--- src/sv/rau_pkg.sv ---
// ----------------------------------------------------------------------------
// rau_pkg: shared definitions for the rational arithmetic unit
// Word widths, command and status codes, and divider handshake types.
// ----------------------------------------------------------------------------
package rau_pkg;

    localparam int WORD_BITS = 32;
    localparam int PROD_BITS = 2 * WORD_BITS;
    localparam int CNT_BITS  = $clog2(PROD_BITS);
    localparam int SHF_BITS  = $clog2(PROD_BITS);

    localparam logic [2:0] CMD_ADD = 3'd0;
    localparam logic [2:0] CMD_SUB = 3'd1;
    localparam logic [2:0] CMD_MUL = 3'd2;
    localparam logic [2:0] CMD_DIV = 3'd3;
    localparam logic [2:0] CMD_RED = 3'd4;

    localparam logic [1:0] ST_OK       = 2'd0;
    localparam logic [1:0] ST_ZERO_DEN = 2'd1;
    localparam logic [1:0] ST_RANGE    = 2'd2;

    typedef struct packed {
        logic busy;
        logic done;
    } t_div_status;

endpackage

--- src/sv/rau_div.sv ---
// ----------------------------------------------------------------------------
// rau_div: iterative restoring divider
// One quotient bit per cycle over a double-width dividend.
// ----------------------------------------------------------------------------
module rau_div (
    input  logic                          i_clk,
    input  logic                          i_rst_n,
    input  logic                          i_start,
    input  logic [rau_pkg::PROD_BITS-1:0] i_dividend,
    input  logic [rau_pkg::PROD_BITS-1:0] i_divisor,
    output rau_pkg::t_div_status          o_stat,
    output logic [rau_pkg::PROD_BITS-1:0] o_quot
);
    logic                          r_busy;
    logic                          r_done;
    logic [rau_pkg::CNT_BITS-1:0]  r_cnt;
    logic [rau_pkg::PROD_BITS-1:0] r_rem;
    logic [rau_pkg::PROD_BITS-1:0] r_quo;
    logic [rau_pkg::PROD_BITS-1:0] r_d;
    logic [rau_pkg::PROD_BITS:0]   shifted;
    logic [rau_pkg::PROD_BITS:0]   diff;

    // trial subtract of the divisor from the shifted remainder
    assign shifted = {r_rem, r_quo[rau_pkg::PROD_BITS-1]};
    assign diff    = shifted - {1'b0, r_d};

    // control
    always_ff @(posedge i_clk) begin
        if (!i_rst_n) begin
            r_busy <= 1'b0;
            r_done <= 1'b0;
            r_cnt  <= '0;
        end else begin
            r_done <= 1'b0;
            if (i_start) begin
                r_busy <= 1'b1;
                r_cnt  <= '0;
            end else if (r_busy) begin
                r_cnt <= r_cnt + 1'b1;
                if (r_cnt == rau_pkg::CNT_BITS'(rau_pkg::PROD_BITS - 1)) begin
                    r_busy <= 1'b0;
                    r_done <= 1'b1;
                end
            end
        end
    end

    // datapath: keep the remainder, shift in quotient bits
    always_ff @(posedge i_clk) begin
        if (i_start) begin
            r_rem <= '0;
            r_quo <= i_dividend;
            r_d   <= i_divisor;
        end else if (r_busy) begin
            r_rem <= diff[rau_pkg::PROD_BITS] ? shifted[rau_pkg::PROD_BITS-1:0]
                                              : diff[rau_pkg::PROD_BITS-1:0];
            r_quo <= {r_quo[rau_pkg::PROD_BITS-2:0], ~diff[rau_pkg::PROD_BITS]};
        end
    end

    assign o_stat.busy = r_busy;
    assign o_stat.done = r_done;
    assign o_quot      = r_quo;

    a_no_restart: assert property (@(posedge i_clk) disable iff (!i_rst_n)
        r_busy |-> !i_start) else $error("divider restarted while busy");
    a_done_once: assert property (@(posedge i_clk) disable iff (!i_rst_n)
        r_done |=> !r_done) else $error("divider done held");
    a_done_idle: assert property (@(posedge i_clk) disable iff (!i_rst_n)
        r_done |-> !r_busy) else $error("divider done while busy");
endmodule

--- config.mk ---
export PLATFORM = sky130hd
export DESIGN_NAME = rau_div
export DESIGN_NICKNAME = d
export VERILOG_FILES = /design/src/sv/rau_pkg.sv /design/src/sv/rau_div.sv
export SDC_FILE = /design/constraint.sdc
export NUM_CORES = 1
export LEC_CHECK = 0
export ABC_AREA = 1
export BUFFER_PORTS_ARGS = -buffer_cell sky130_fd_sc_hd__buf_2
export CAP_MARGIN = 20
export CORE_AREA = 2 2 183 185
export CTS_CLUSTER_SIZE = 14
export DETAILED_ROUTE_END_ITERATION = 6
export DIE_AREA = 0 0 185 187
export GPL_ROUTABILITY_DRIVEN = 1
export GPL_TIMING_DRIVEN = 0
export PLACE_DENSITY = 0.7
export SYNTH_ARGS = -nofsm -noshare
export SYNTH_HDL_FRONTEND = slang
export SYNTH_SLANG_ARGS = --single-unit
--- constraint.sdc ---
create_clock -name i_clk -period 2.8 [get_ports i_clk]
set_input_delay 0.56 -clock i_clk [delete_from_list [all_inputs] [get_ports i_clk]]
set_output_delay 0.56 -clock i_clk [all_outputs]
set_load 0.03 [all_outputs]
* After elaboration in Yosys (flattened, before gate mapping)
Index checks and enable logic that the tools add are counted.
** Word-level totals
- Register bits after elaboration :: 200
- Bits of input ports :: 131
- Output and inout port bits :: 66
- Logic and storage cells :: 22
** Cells by class
- $add $sub $neg :: 2
- Eq/ne operators :: 1
- Mux-type cells :: 7
- Bitwise operators :: 3
- Reductions and logical operators :: 3
** Operators by type and width (number)
- 2-to-1 mux 64 bit :: 3
- subtractor 65 x 64 -> 65 bit :: 1
- adder 6 x 1 -> 6 bit, second input constant :: 1
- == test 6 bit, second input constant :: 1
- 2-to-1 mux 1 bit :: 4
- inverter 1 bit :: 3
- OR reduction 3 bit :: 1
- nonzero test 2 bit :: 1
- OR reduction 2 bit :: 1

* Logic depth before layout (Yosys ltp)
Gate-level depths: netlist (run 1).
- Depth in word-level cells :: 4
- Depth in mapped cells :: 21
- Depth with buffers taken out :: 19

* Worst setup path before layout (run 1)
Ideal clock, no wire load.
- Kind :: input to register
- From :: input i_start
- To :: register r_quo, in the netlist o_quot[0], enable pin
- Library setup time :: 0.419 ns
- Arrival :: 2.282 ns
- Required time :: 2.381 ns
- Setup slack :: 0.100 ns
- Stages :: 4
- Cells stage by stage :: clkbuf_1 -> nor2_1 -> clkbuf_1 -> inv_1
** Between the ends
- Cells in the longest elaborated chain, start to end :: 1
** Ends and longest elaborated chain
- start, declared :: RTL line rau_div.sv:8 : input logic i_start,
- nonzero test 2 bit (no line)
- end signal, assigned :: RTL line rau_div.sv:52 : r_quo <= i_dividend;
- end signal, assigned :: RTL line rau_div.sv:57 : r_quo <= {r_quo[rau_pkg::PROD_BITS-2:0], ~diff[rau_pkg::PROD_BITS]};
- end, declared :: RTL line rau_div.sv:18 : logic [rau_pkg::PROD_BITS-1:0] r_quo;
No other way between the ends.
A chain may end at the register's enable or synchronous reset.

* Worst setup path after layout (run 1)
- From :: register r_quo, in the netlist o_quot[63]
- To :: register r_rem[56] (netlist bit)
** Between the ends
- Cells in the longest elaborated chain, start to end :: 2
** Ends and longest elaborated chain
- subtractor 65 x 64 -> 65 bit :: RTL line rau_div.sv:25 : assign diff = shifted - {1'b0, r_d};
- 2-to-1 mux 64 bit :: RTL line rau_div.sv:55 : r_rem <= diff[rau_pkg::PROD_BITS] ? shifted[rau_pkg::PROD_BITS-1:0]
- end signal, assigned :: RTL line rau_div.sv:55
- end, declared :: RTL line rau_div.sv:17 : logic [rau_pkg::PROD_BITS-1:0] r_rem;
No other way between the ends.

==> results of run 1 <==
flip-flops by register name (all words and copies together) (netlist names):
register / flops
o_quot: 64
r_busy: 1
r_cnt: 6
r_d: 64
r_done: 1
r_rem: 64
layout by cell type, fill, tap and decap left out, types with 4 or more instances in the layout:
cell type,netlist,layout
clkinv_8,0,5
buf_4,4,14
inv_1,498,495
nand4_1,6,6
nand3_2,9,10
a21oi_1,51,50
nor3_1,19,18
nand2_1,1041,1035
dfxtp_1,72,72
nor2_2,6,7
buf_2,7,199
clkbuf_16,0,25
and2_1,6,6
buf_6,4,4
clkbuf_1,20,20
edfxtp_1,128,128
nand2_4,3,5
xnor2_1,24,24
nor2_1,102,101
o21ai_0,14,14
nand2_2,48,50
buf_12,2,9
xor2_1,7,7
ha_1,65,62
nand3_1,126,124
inv_2,6,8
worst max path at each step:
stage / startpoint / endpoint / slack [ps] / cells past startpoint
6_report: o_quot[63] / r_rem[56] / 90 / 21
5_1_grt: o_quot[63] / r_rem[46] / -20 / 21
3_5_place_dp: i_start / o_quot[26] / -670 / 6
4_1_cts: o_quot[63] / r_rem[40] / 3 / 21
3_3_place_gp: i_start / o_quot[26] / -2140 / 5
2_1_floorplan: i_start / o_quot[0] / 100 / 4
logic make-up after synthesis:
logic type                 after synthesis  synth area share
xor gates and xnor gates                31            0.0186
AOI/OAI and AO/OA                       73            0.0266
buffers and inverters                  546             0.148
adders and majority gates               66            0.0572
DFF                                    200             0.363
and+or+nand+nor                       1376             0.387
area by class of cell:
type / instances / area share
buffer: 42 / 0.0191
inverter: 504 / 0.110
tap: 448 / 0.0325
clock inverter: 15 / 0.0122
multi-input combinational: 1546 / 0.420
sequential: 200 / 0.306
timing repair buffer: 218 / 0.0760
clock buffer: 17 / 0.0246
worst register-to-register path: stages (launching register included):
cell and delay [ps]:
edfxtp_1 390, inv_2 60, ha_4 160, fa_2 390, inv_2 70, nand2_1 60, nand2_2 80, nand3_2 70
nand2_2 100, nand2_2 50, nand2_2 90, nand2_2 70, nand2_4 80, nand2_4 80, nand2_4 110, nand2_4 60
nand2_4 110, clkbuf_16 210, clkbuf_16 170, nand2_2 50, nand3_1 70, nand2_1 60
Yosys cell counts, drive strengths merged:
library cell     n  area share
nand2         1092        0.29
inv            504        0.13
nand3          135       0.049
edfxtp         128        0.26
nor2           111       0.031
dfxtp           72       0.099
ha              65       0.056
a21oi           53       0.019
xnor2           24       0.014
buf             22       0.013
clkbuf          20      0.0052
nor3            19      0.0065
o21ai           16      0.0055
xor2             7      0.0042
and2             6      0.0026
nand4            6      0.0026
a31oi            2     0.00086
and3             2     0.00086
nand3b           2      0.0010
nor4             2      0.0013
fa               1      0.0014
nor3b            1     0.00052
o211ai           1     0.00052
o21bai           1     0.00052
layer usage:
metal	share of wire	global-route usage
met5	0	0
met4	0.026	0.0818
met3	0.060	0.0477
met2	0.47	0.439
met1	0.44	0.321
through the flow:
step / worst slack, ps / cells / total power [W] / setup TNS, ps
3_3_place_gp: -2140 / 2936 / 0.00457 / -186910
4_1_cts: 2.96 / 2973 / 0.00728 / 0
2_1_floorplan: 99.6 / 2292 / 0.00418 / 0
5_1_grt: -22.4 / 2990 / 0.00752 / -255
3_5_place_dp: -673 / 2938 / 0.00459 / -52160
6_report: 94.3 / 2990 / 0.00723 / 0
repair_timing:
action	in CTS	in global routing
gates resized for setup	13	32
cloned	0	8
hold endpoints to repair	0	0
pin swaps	2	8
buffers inserted	3	9
setup endpoints to repair	102	99
report_power, final:
group | internal, W | total, W | switching [W]
logic | 0.000350 | 0.00112 | 0.000770
clock network | 0.00131 | 0.00268 | 0.00136
registers | 0.00334 | 0.00343 | 0.0000859
total | 0.00501 | 0.00723 | 0.00222
==> PnR_summary.wiki, run 1 <==
{| class="wikitable"
! Metric !! Value
|-
| GR Overflow Total || 0
|-
| Worst R2R Setup Slack || roughly 94 ps
|-
| Final hold viol count || 0
|-
| Maximum single-stage delay on the critical path || about 390 ps
|-
| Hold Buf Count CTS || 0
|-
| Die ar. || approximately 35000 um^2
|-
| Register clock-pin slew on the reported worst setup and hold paths || 90 ps
|-
| Final core area utilization || 0.526
|-
| Global placement routability congestion || 0.959
|-
| Worst hold slack || 259 ps
|-
| Placement row count || 67
|-
| Sequential standard cell area || ~5300 um^2
|-
| WHS Endpoint || r_d[21]
|-
| Chip Height || approximately 190 um
|-
| Start point of the worst hold path || i_divisor[21]
|-
| Worst Setup Start Kind || flop
|-
| P per Cell Area || between 400 and 500 nW/um^2
|-
| Slew of the pin with the lowest slew margin || about 1000 ps
|-
| Dpl hpwl || 35500 um
|-
| Avg Vias per Cell || roughly 4.6
|-
| Family of cells with the greatest summed delay on the critical path || simple AND/OR/NAND/NOR gates
|-
| Net total in the final layout || roughly 2700
|-
| Syn nets || about 2500
|-
| Area used by multi-input combinational logic || 7250 um^2
|-
| Area growth from synthesis to final layout || 18.5%
|-
| Worst Hold Path Cells || 1
|-
| Sequential area share after synthesis || 0.363
|-
| Final non-filler cell area || 17300 um^2
|-
| Initial Utilization || 0.444
|-
| FF-to-FF path depth || 21
|-
| Max Buffers Root-to-Sink || 2
|-
| Buffers & Inverters on Critical Path || 4
|-
| Cell at the slowest stage of the critical path || edfxtp_1
|-
| Number of iterations in the first detailed-routing pass || 5
|-
| Crit path arrival time || 3060 ps
|-
| Ports || between 150 and 200
|-
| Origin of the critical flop-to-flop path || o_quot[63]
|-
| Seq cells post-synth || 200
|-
| Fraction of layout instances using a drive strength above 1 || 0.144
|-
| Wire length of the first global-routing pass || slightly below 70000 um
|-
| CTS tree || yes
|-
| Final critical-path required period || roughly 2700 ps
|-
| Slew Limit Headroom || 0.332
|-
| Number of warning messages in the yosys log || 0
|-
| Final critical-path share of the clock period || 0.966
|-
| Width of the die || between 150 and 200 um
|-
| Initial antenna violation count || 0
|-
| Total of buffers placed on input and output ports || 196
|-
| Number of clock sinks seen by CTS || 200
|-
| Most used cell, CP || nand2_2
|-
| Maximum ir drop on the vdd rail || ~0.00045 V
|-
| Violation count after the first detailed-routing iteration || 872
|-
| Avg Cell Area, Syn || approximately 6.4 um^2
|-
| Worst min path class || in2reg
|-
| Largest net degree at the start of global routing || 66
|-
| Routed wire length || 44400 um
|-
| Post-Synthesis Cells || around 2300
|-
| Number of design rule violations left after detail routing || 0
|-
| Worst setup path category || reg2reg
|-
| Critical Path End Type || flop
|-
| Fill count || 3453
|-
| Critical path fanouts, max || 6
|-
| Number of global-route vias before repair || around 13000
|-
| Highest Clock Rate || approximately 370 MHz
|-
| Netlist area before placement || 14600 um^2
|-
| Worst clock skew || roughly 17 ps
|-
| Number of violations of the max-capacitance limit || 0
|-
| Cells along the critical path || inv_2 > ha_4 > fa_2 > inv_2 > nand2_1 > nand2_2 > nand3_2 > nand2_2 > nand2_2 > nand2_2 > nand2_2 > nand2_4 > nand2_4 > nand2_4 > nand2_4 > nand2_4 > clkbuf_16 > clkbuf_16 > nand2_2 > nand3_1 > nand2_1
|-
| Worst-skew pair later-pin latency || roughly 470 ps
|-
| Antenna cell count || 0
|-
| Vias after detailed routing || approximately 14000
|-
| Final-report max-slew violation count || 0
|-
| Clock root buffer || clkbuf_16
|-
| CTS buffer count || 17
|-
| Area post-placement || 16200 um^2
|-
| Endpoint of the lowest-slack register-to-register path || r_rem[56]
|-
| Core footprint || approximately 33000 um^2
|-
| Run status || completed
|-
| Final routed wire length divided by cell count || approximately 15 um
|-
| Depth of the CTS H-tree || 4
|-
| DRT antenna net count || 0
|-
| Static power due to leakage || 9.87 nW
|-
| Required time worst endpoint || around 3200 ps
|-
| Distinct cell type count of the synthesized netlist || 39
|-
| Final setup violating endpoints || 0
|-
| Total global-route track usage || 0.255
|}
Note: power is estimated with default switching activity, not from simulation.
==> inputs of run 2 (changes only) <==
- RECOVER_POWER: not set -> 50
- TNS_END_PERCENT: not set -> 1
==> PnR_summary.wiki, run 2 (synthesis results as in run 1) <==
{| class="wikitable"
! Metric !! Value
|-
| Total global-route track usage || 0.255 (about the same)
|-
| Width of the die || 185 um (unchanged)
|-
| Worst clock skew || 21.1 ps (was 17.5 ps)
|-
| Maximum single-stage delay on the critical path || 390 ps (about the same)
|-
| Final critical-path share of the clock period || 0.983 (was 0.966)
|-
| Final non-filler cell area || 16900 um^2 (was 17300 um^2)
|-
| Static power due to leakage || 9.57 nW (was 9.87 nW)
|-
| Worst min path class || in2reg (unchanged)
|-
| Unrepaired setup endpoints after global routing || true
|-
| CTS buffer count || 17 (unchanged)
|-
| Family of cells with the greatest summed delay on the critical path || simple AND/OR/NAND/NOR gates (unchanged)
|-
| Core footprint || 32900 um^2 (unchanged)
|-
| Number of iterations in the first detailed-routing pass || 5 (unchanged)
|-
| Fin cells || 2976 (was 2990)
|-
| Violation count after the first detailed-routing iteration || 796 (was 872)
|-
| Initial Utilization || 0.444 (unchanged)
|-
| Leading cell type in the layout, fill and taps excluded || nand2_1 (unchanged)
|-
| CTS tree || yes (unchanged)
|-
| Ports || 197 (unchanged)
|-
| Antenna cell count || 0 (unchanged)
|-
| Worst hold slack || 255 ps (was 259 ps)
|-
| Final core area utilization || 0.514 (was 0.526)
|-
| Fraction of layout instances using a drive strength above 1 || 0.119 (was 0.144)
|-
| Max Buffers Root-to-Sink || 2 (unchanged)
|-
| Wire length of the first global-routing pass || 68300 um (was 68400 um)
|-
| Area growth from synthesis to final layout || 15.8% (was 18.5%)
|-
| Area post-placement || 16200 um^2 (unchanged)
|-
| Number of design rule violations left after detail routing || 0 (unchanged)
|-
| Die ar. || 34600 um^2 (unchanged)
|-
| Largest net degree at the start of global routing || 66 (unchanged)
|-
| Net total in the final layout || 2712 (was 2726)
|-
| Buffers & Inverters on Critical Path || 4 (unchanged)
|-
| Final hold viol count || 0 (unchanged)
|-
| Number of clock sinks seen by CTS || 200 (unchanged)
|-
| Placement row count || 67 (unchanged)
|-
| Final critical-path required period || 2750 ps (was 2710 ps)
|-
| Global placement routability congestion || 0.959 (unchanged)
|-
| Highest Clock Rate || 363 MHz (was 370 MHz)
|-
| Required time worst endpoint || 3160 ps (about the same)
|-
| Dpl hpwl || 35500 um (unchanged)
|-
| GR Overflow Total || 0 (unchanged)
|-
| Worst Setup Start Kind || flop (unchanged)
|-
| Cell at the slowest stage of the critical path || edfxtp_1 (unchanged)
|-
| Commonest non-fill, non-tap cells in the layout || nand2_1, inv_1, buf_2, edfxtp_1, nand3_1 (unchanged)
|-
| Final-report max-slew violation count || 0 (unchanged)
|-
| Worst setup path category || reg2reg (unchanged)
|-
| Depth of the CTS H-tree || 4 (unchanged)
|-
| Number of violations of the max-capacitance limit || 0 (unchanged)
|-
| Hold Buf Count CTS || 0 (unchanged)
|-
| Run status || completed (unchanged)
|-
| Initial antenna violation count || 0 (unchanged)
|-
| Cells after DPL || 2938 (unchanged)
|-
| Critical Path End Type || flop (unchanged)
|-
| Routed wire length || 43400 um (was 44400 um)
|-
| Clock root buffer || clkbuf_16 (unchanged)
|-
| Total of buffers placed on input and output ports || 196 (unchanged)
|-
| Area used by multi-input combinational logic || 7180 um^2 (was 7250 um^2)
|-
| Final routed wire length divided by cell count || 14.6 um (was 14.8 um)
|-
| DRT antenna net count || 0 (unchanged)
|-
| Crit path arrival time || 3110 ps (was 3060 ps)
|-
| Critical path fanouts, max || 10 (was 6)
|-
| Final setup violating endpoints || 0 (unchanged)
|-
| Fill count || 3504 (was 3453)
|-
| Avg Vias per Cell || 4.64 (was 4.65)
|-
| Cells along the critical path || inv_2 > ha_2 > fa_2 > inv_2 > nand2_1 > nand2_2 > nand3_2 > nand2_2 > nand2_1 > nand2_2 > nand2_2 > nand2_4 > nand2_4 > nand2_4 > nand2_4 > nand2_4 > buf_12 > buf_12 > nand2_2 > nand3_1 > nand2_1 (was inv_2 > ha_4 > fa_2 > inv_2 > nand2_1 > nand2_2 > nand3_2 > nand2_2 > nand2_2 > nand2_2 > nand2_2 > nand2_4 > nand2_4 > nand2_4 > nand2_4 > nand2_4 > clkbuf_16 > clkbuf_16 > nand2_2 > nand3_1 > nand2_1)
|-
| Register clock-pin slew on the reported worst setup and hold paths || 100 ps (was 90 ps)
|-
| Slew Limit Headroom || 0.324 (was 0.332)
|-
| Maximum ir drop on the vdd rail || 0.000453 V (about the same)
|-
| Slew of the pin with the lowest slew margin || 1010 ps (was 1000 ps)
|-
| P per Cell Area || 426 nW/um^2 (was 418 nW/um^2)
|-
| Chip Height || 187 um (unchanged)
|-
| Number of global-route vias before repair || 13336 (was 13357)
|-
| Sequential standard cell area || 5290 um^2 (unchanged)
|-
| Vias after detailed routing || 13808 (was 13898)
|-
| Worst-skew pair later-pin latency || 470 ps (about the same)
|}
-- run 2: cell count changes in the layout (fill, tap and decap cells not counted), sizes merged --
cell    before  now
clkbuf      47   80
buf        230  183
-- run 2: per-layer routing --
metal / share of wire / GRT usage / routed length, um
met1: 0.45 / 0.323 / 19500
met2: 0.47 / 0.438 / 20400
met3: 0.058 / 0.0448 / 2520
met4: 0.023 / 0.0818 / 1010
met5: 0 / 0 / 0
-- run 2: path summary, 6_finish.rpt --
path,startpoint,endpoint,slack [ps],cells past startpoint
max reg2reg,o_quot[63],r_rem[40],50,21
max,o_quot[63],r_rem[40],50,21
min reg2reg,r_rem[16],r_rem[16],480,2
min,i_divisor[21],r_d[21],250,1
-- run 2: where the power goes --
group | total, W | switching (W) | internal, W
sequential | 0.00343 | 0.0000864 | 0.00334
clock | 0.00268 | 0.00137 | 0.00131
combinational | 0.00109 | 0.000766 | 0.000324
-- run 2: repair_timing --
action,4_1_cts,5_1_grt
setup buffers,1,5
endpoints found under the setup margin,102,102
gates resized for setup,11,21
pin swaps,2,1
-- run 2: area by class of cell --
cell class,instances,area share
buffer,42,0.0190
clock buffer,17,0.0252
clock inverter,15,0.0124
inverter,504,0.112
multi-input combinational,1546,0.425
sequential,200,0.313
tap,448,0.0332
timing repair buffer,204,0.0599
-- run 2: through the flow --
step | setup slack (ps) | setup TNS [ps] | power, W
floorplan | 99.6 | 0 | 0.00418
global placement | -2140 | -186910 | 0.00457
detailed placement | -673 | -52160 | 0.00459
CTS | -56.0 | -749 | 0.00728
global route | -60.5 | -1030 | 0.00749
finish | 47.6 | 0 | 0.00720
==> inputs of run 3 (changes only) <==
--- a/config.mk
+++ b/config.mk
@@ -7,12 +7,11 @@
 export LEC_CHECK = 0
-export ABC_AREA = 1
 export BUFFER_PORTS_ARGS = -buffer_cell sky130_fd_sc_hd__buf_2
 export CAP_MARGIN = 20
-export CORE_AREA = 2 2 183 185
+export CORE_AREA = 2 2 167 169
 export CTS_CLUSTER_SIZE = 14
 export DETAILED_ROUTE_END_ITERATION = 6
-export DIE_AREA = 0 0 185 187
+export DIE_AREA = 0 0 169 171
 export GPL_ROUTABILITY_DRIVEN = 1
 export GPL_TIMING_DRIVEN = 0
-export PLACE_DENSITY = 0.7
+export PLACE_DENSITY = 0.71
 export RECOVER_POWER = 50
--- a/constraint.sdc
+++ b/constraint.sdc
@@ -3,2 +3,2 @@
 set_output_delay 0.56 -clock i_clk [all_outputs]
-set_load 0.03 [all_outputs]
+set_load 0.005 [all_outputs]
==> PnR_summary.wiki, run 3 <==
{| class="wikitable"
! Metric !! Value
|-
| Area post-placement || 13400 um^2 (was 16200 um^2)
|-
| Final setup violating endpoints || 181 (was 0)
|-
| Worst-skew pair later-pin latency || 450 ps (was 470 ps)
|-
| Netlist area before placement || 12000 um^2 (was 14600 um^2)
|-
| Seq cells post-synth || 200 (unchanged)
|-
| Final critical-path share of the clock period || 1.26 (was 0.983)
|-
| Maximum ir drop on the vdd rail || 0.000436 V (was 0.000453 V)
|-
| Slew Limit Headroom || -0.194 (was 0.324)
|-
| Number of design rule violations left after detail routing || 0 (unchanged)
|-
| Net total in the final layout || 1647 (was 2712)
|-
| Total met3 wirelength after detailed routing || 2340 um (was 2520 um)
|-
| Worst clock skew || 19.6 ps (was 21.1 ps)
|-
| Antenna cell count || 0 (unchanged)
|-
| Number of warning messages in the yosys log || 0 (unchanged)
|-
| Post-route total power || 0.00844 W (was 0.00720 W)
|-
| Run status || finished with violations (was completed)
|-
| Depth of the CTS H-tree || 4 (unchanged)
|-
| Total of buffers placed on input and output ports || 196 (unchanged)
|-
| Die ar. || 28900 um^2 (was 34600 um^2)
|-
| Origin of the critical flop-to-flop path || o_quot[63] (unchanged)
|-
| Total global-route track usage || 0.232 (was 0.255)
|-
| Maximum single-stage delay on the critical path || 400 ps (was 390 ps)
|-
| Static power due to leakage || 5.90 nW (was 9.57 nW)
|-
| Fill count || 2517 (was 3504)
|-
| Ports || 197 (unchanged)
|-
| Cells along the critical path || inv_1 > ha_2 > fa_2 > nand2b_4 > a21oi_4 > o211ai_1 > a21bo_4 > a311oi_4 > o211ai_2 > nand4b_4 > o211a_1 > buf_6 > buf_8 > mux2i_2 > a211oi_2 (was inv_2 > ha_2 > fa_2 > inv_2 > nand2_1 > nand2_2 > nand3_2 > nand2_2 > nand2_1 > nand2_2 > nand2_2 > nand2_4 > nand2_4 > nand2_4 > nand2_4 > nand2_4 > buf_12 > buf_12 > nand2_2 > nand3_1 > nand2_1)
|-
| Highest routed layer || met5 (was met4)
|-
| Clock root buffer || clkbuf_16 (unchanged)
|-
| Initial antenna violation count || 1 (was 0)
|-
| Chip Height || 171 um (was 187 um)
|-
| Final routed wire length divided by cell count || 18.9 um (was 14.6 um)
|-
| Unrepaired setup endpoints after global routing || true (unchanged)
|-
| Largest net degree at the start of global routing || 69 (was 66)
|-
| Fraction of registers with async set or reset after synthesis || 0 (unchanged)
|-
| Worst Hold Path Cells || 1 (unchanged)
|-
| Crit path setup slack, layout || -733 ps (was 47.6 ps)
|-
| Final critical-path required period || 3530 ps (was 2750 ps)
|-
| Worst setup path category || reg2reg (unchanged)
|-
| CTS tree || yes (unchanged)
|-
| Most instantiated cells after synthesis || edfxtp_1, nor2_1, nand2_1 (was nand2_1, inv_1, edfxtp_1)
|-
| Number of global-route vias before repair || 10073 (was 13336)
|-
| Highest Clock Rate || 283 MHz (was 363 MHz)
|-
| DRT antenna net count || 0 (unchanged)
|-
| Violation count after the first detailed-routing iteration || 772 (was 796)
|-
| Met1 WL || 14300 um (was 19500 um)
|-
| Most frequently used cell type in the post-synthesis netlist || edfxtp_1 (was nand2_1)
|-
| Routed length on met2 || 16800 um (was 20400 um)
|-
| Cell at the slowest stage of the critical path || edfxtp_1 (unchanged)
|-
| Final hold viol count || 0 (unchanged)
|-
| Width of the die || 169 um (was 185 um)
|-
| Max Buffers Root-to-Sink || 2 (unchanged)
|-
| Worst min path class || in2reg (unchanged)
|-
| Final core area utilization || 0.528 (was 0.514)
|-
| GR Overflow Total || 0 (unchanged)
|-
| Endpoint of the lowest-slack register-to-register path || r_rem[23] (was r_rem[40])
|-
| Start point of the worst hold path || i_divisor[17] (was i_divisor[21])
|-
| Global placement routability congestion || 0.950 (was 0.959)
|-
| Family of cells with the greatest summed delay on the critical path || compound AO/OA/AOI/OAI gates (was simple AND/OR/NAND/NOR gates)
|-
| Register clock-pin slew on the reported worst setup and hold paths || 80 ps (was 100 ps)
|-
| Worst R2R Setup Slack || -730 ps (was 50 ps)
|-
| Distinct cell type count of the synthesized netlist || 72 (was 39)
|-
| Wire length of the first global-routing pass || 52400 um (was 68300 um)
|-
| Number of clock sinks seen by CTS || 200 (unchanged)
|-
| Number of violations of the max-capacitance limit || 1 (was 0)
|-
| Commonest non-fill, non-tap cells in the layout || buf_2, edfxtp_1, nor2_1, nand2_1, inv_1 (was nand2_1, inv_1, buf_2, edfxtp_1, nand3_1)
|-
| WHS Endpoint || r_d[17] (was r_d[21])
|-
| Number of iterations in the first detailed-routing pass || 5 (unchanged)
|-
| Leading cell type in the layout, fill and taps excluded || buf_2 (was nand2_1)
|-
| FF-to-FF path depth || 15 (was 21)
|-
| Initial Utilization || 0.438 (was 0.444)
|-
| Largest cells by area after synthesis || edfxtp_1, dfxtp_1, ha_1 (was nand2_1, edfxtp_1, inv_1)
|-
| Routed wire length || 34200 um (was 43400 um)
|-
| Crit path arrival time || 3850 ps (was 3110 ps)
|-
| CTS buffer count || 17 (unchanged)
|-
| Post-Synthesis Cells || 1218 (was 2292)
|-
| Hold Buf Count CTS || 0 (unchanged)
|-
| Primary FF master, synth || edfxtp_1 (unchanged)
|-
| Area growth from synthesis to final layout || 20.5% (was 15.8%)
|-
| Critical Path End Type || flop (unchanged)
|-
| Failing checks || capacitance limit, slew limit, setup timing
|-
| Final-report max-slew violation count || 69 (was 0)
|-
| Required time worst endpoint || 3120 ps (was 3160 ps)
|-
| Final non-filler cell area || 14400 um^2 (was 16900 um^2)
|-
| Worst Setup Start Kind || flop (unchanged)
|-
| Avg Cell Area, Syn || 9.83 um^2 (was 6.36 um^2)
|-
| Vias after detailed routing || 10270 (was 13808)
|-
| P per Cell Area || 585 nW/um^2 (was 426 nW/um^2)
|-
| Sequential area share after synthesis || 0.441 (was 0.363)
|-
| Syn nets || 1415 (was 2489)
|-
| EDFF count, synth || 128 (unchanged)
|-
| Avg Vias per Cell || 5.68 (was 4.64)
|-
| Critical path fanouts, max || 10 (unchanged)
|-
| Cell accounting for the most synthesized area || edfxtp_1 (was nand2_1)
|-
| Slew of the pin with the lowest slew margin || 1790 ps (was 1010 ps)
|-
| Fraction of layout instances using a drive strength above 1 || 0.243 (was 0.119)
|-
| Dpl hpwl || 24800 um (was 35500 um)
|-
| Placement row count || 61 (was 67)
|-
| Fraction of synthesized cell area taken by the top area cell type || 0.321 (was 0.268)
|-
| Core footprint || 27300 um^2 (was 32900 um^2)
|-
| Buffers & Inverters on Critical Path || 3 (was 4)
|}
==> run 3: changes by cell type after synthesis, moves of 17 or more <==
cell | previous run | this run
a211oi_1 | 0 | 47
a21o_1 | 0 | 21
a21oi_1 | 51 | 78
a311oi_1 | 0 | 22
clkbuf_1 | 20 | 46
inv_1 | 498 | 84
mux2_2 | 0 | 65
mux2i_1 | 0 | 39
nand2_1 | 1041 | 108
nand2_2 | 48 | 2
nand3_1 | 126 | 17
nand4_1 | 6 | 23
o21ai_0 | 14 | 44
xor2_1 | 7 | 24
==> run 3: logic make-up (layout without fill, tap and decap cells) <==
| family | Yosys count | in the layout | synth area share |
|---|---|---|---|
| DFF | 200 | 200 | 0.441 |
| adders and majority gates | 66 | 66 | 0.0696 |
| muxes | 104 | 104 | 0.0937 |
| AOI/OAI and AO/OA | 294 | 295 | 0.167 |
| xor gates and xnor gates | 58 | 58 | 0.0424 |
| buffers and inverters | 151 | 395 | 0.0520 |
| and+or+nand+nor | 345 | 345 | 0.134 |
==> run 3: what timing repair did <==
item,in CTS,in global routing
gates cloned,0,5
buffers inserted,4,8
gates resized for setup,30,38
pin swaps,39,20
endpoints found under the setup margin,134,129
==> run 3: per-layer routing <==
metal | GRT usage | vias to the layer above
li1 | - | 4935
met3 | 0.0560 | 43
met4 | 0.0621 | 2
met5 | 0 | -
met1 | 0.283 | 4918
met2 | 0.410 | 372
==> run 3: worst reg2reg max path: cells and delay by family (launching register included) <==
kind                       cells  cell delay [ps]
buffers and inverters          3              440
muxes                          1              270
AOI/OAI and AO/OA              7             1340
and+or+nand+nor                2              350
adders and majority gates      2              590
DFF                            1              400
==> run 3: report_power, final <==
part,internal [W],total [W],leakage [nW],switching [W]
registers,0.00343,0.00360,1.86,0.000164
logic,0.000980,0.00233,3.76,0.00135
clock network,0.00126,0.00251,0.279,0.00124
==> run 3: through the flow <==
step / setup WS [ps] / hold WS, ps / std cells / TNS [ps]
after floorplan: -331 / 454 / 1218 / -18450
after global placement: -2360 / 470 / 1760 / -240400
after detailed placement: -1100 / 487 / 1760 / -106370
after CTS: -733 / 254 / 1796 / -44530
after global routing: -868 / 256 / 1809 / -128180
final: -733 / 275 / 1809 / -91320
==> run 3: worst max path at each step <==
stage	start	to	slack, ps	depth (start not counted)
after floorplan	o_quot[63]	r_rem[2]	-330	15
after global placement	i_start	o_quot[59]	-2360	4
after detailed placement	o_quot[63]	r_rem[58]	-1100	13
after CTS	o_quot[63]	r_rem[51]	-730	13
after global routing	r_d[50]	r_rem[58]	-870	15
final	o_quot[63]	r_rem[23]	-730	15
==> run 3: cell type report <==
type | instances | area (um^2) | share of cell area
Multi-Input combinational cell | 868 | 6320 | 0.438
Timing Repair Buffer | 212 | 1130 | 0.0780
Sequential cell | 200 | 5290 | 0.366
Buffer | 67 | 382 | 0.0264
Clock buffer | 19 | 433 | 0.0300
Clock inverter | 13 | 134 | 0.00928
Tap cell | 346 | 433 | 0.0300
Inverter | 84 | 315 | 0.0218
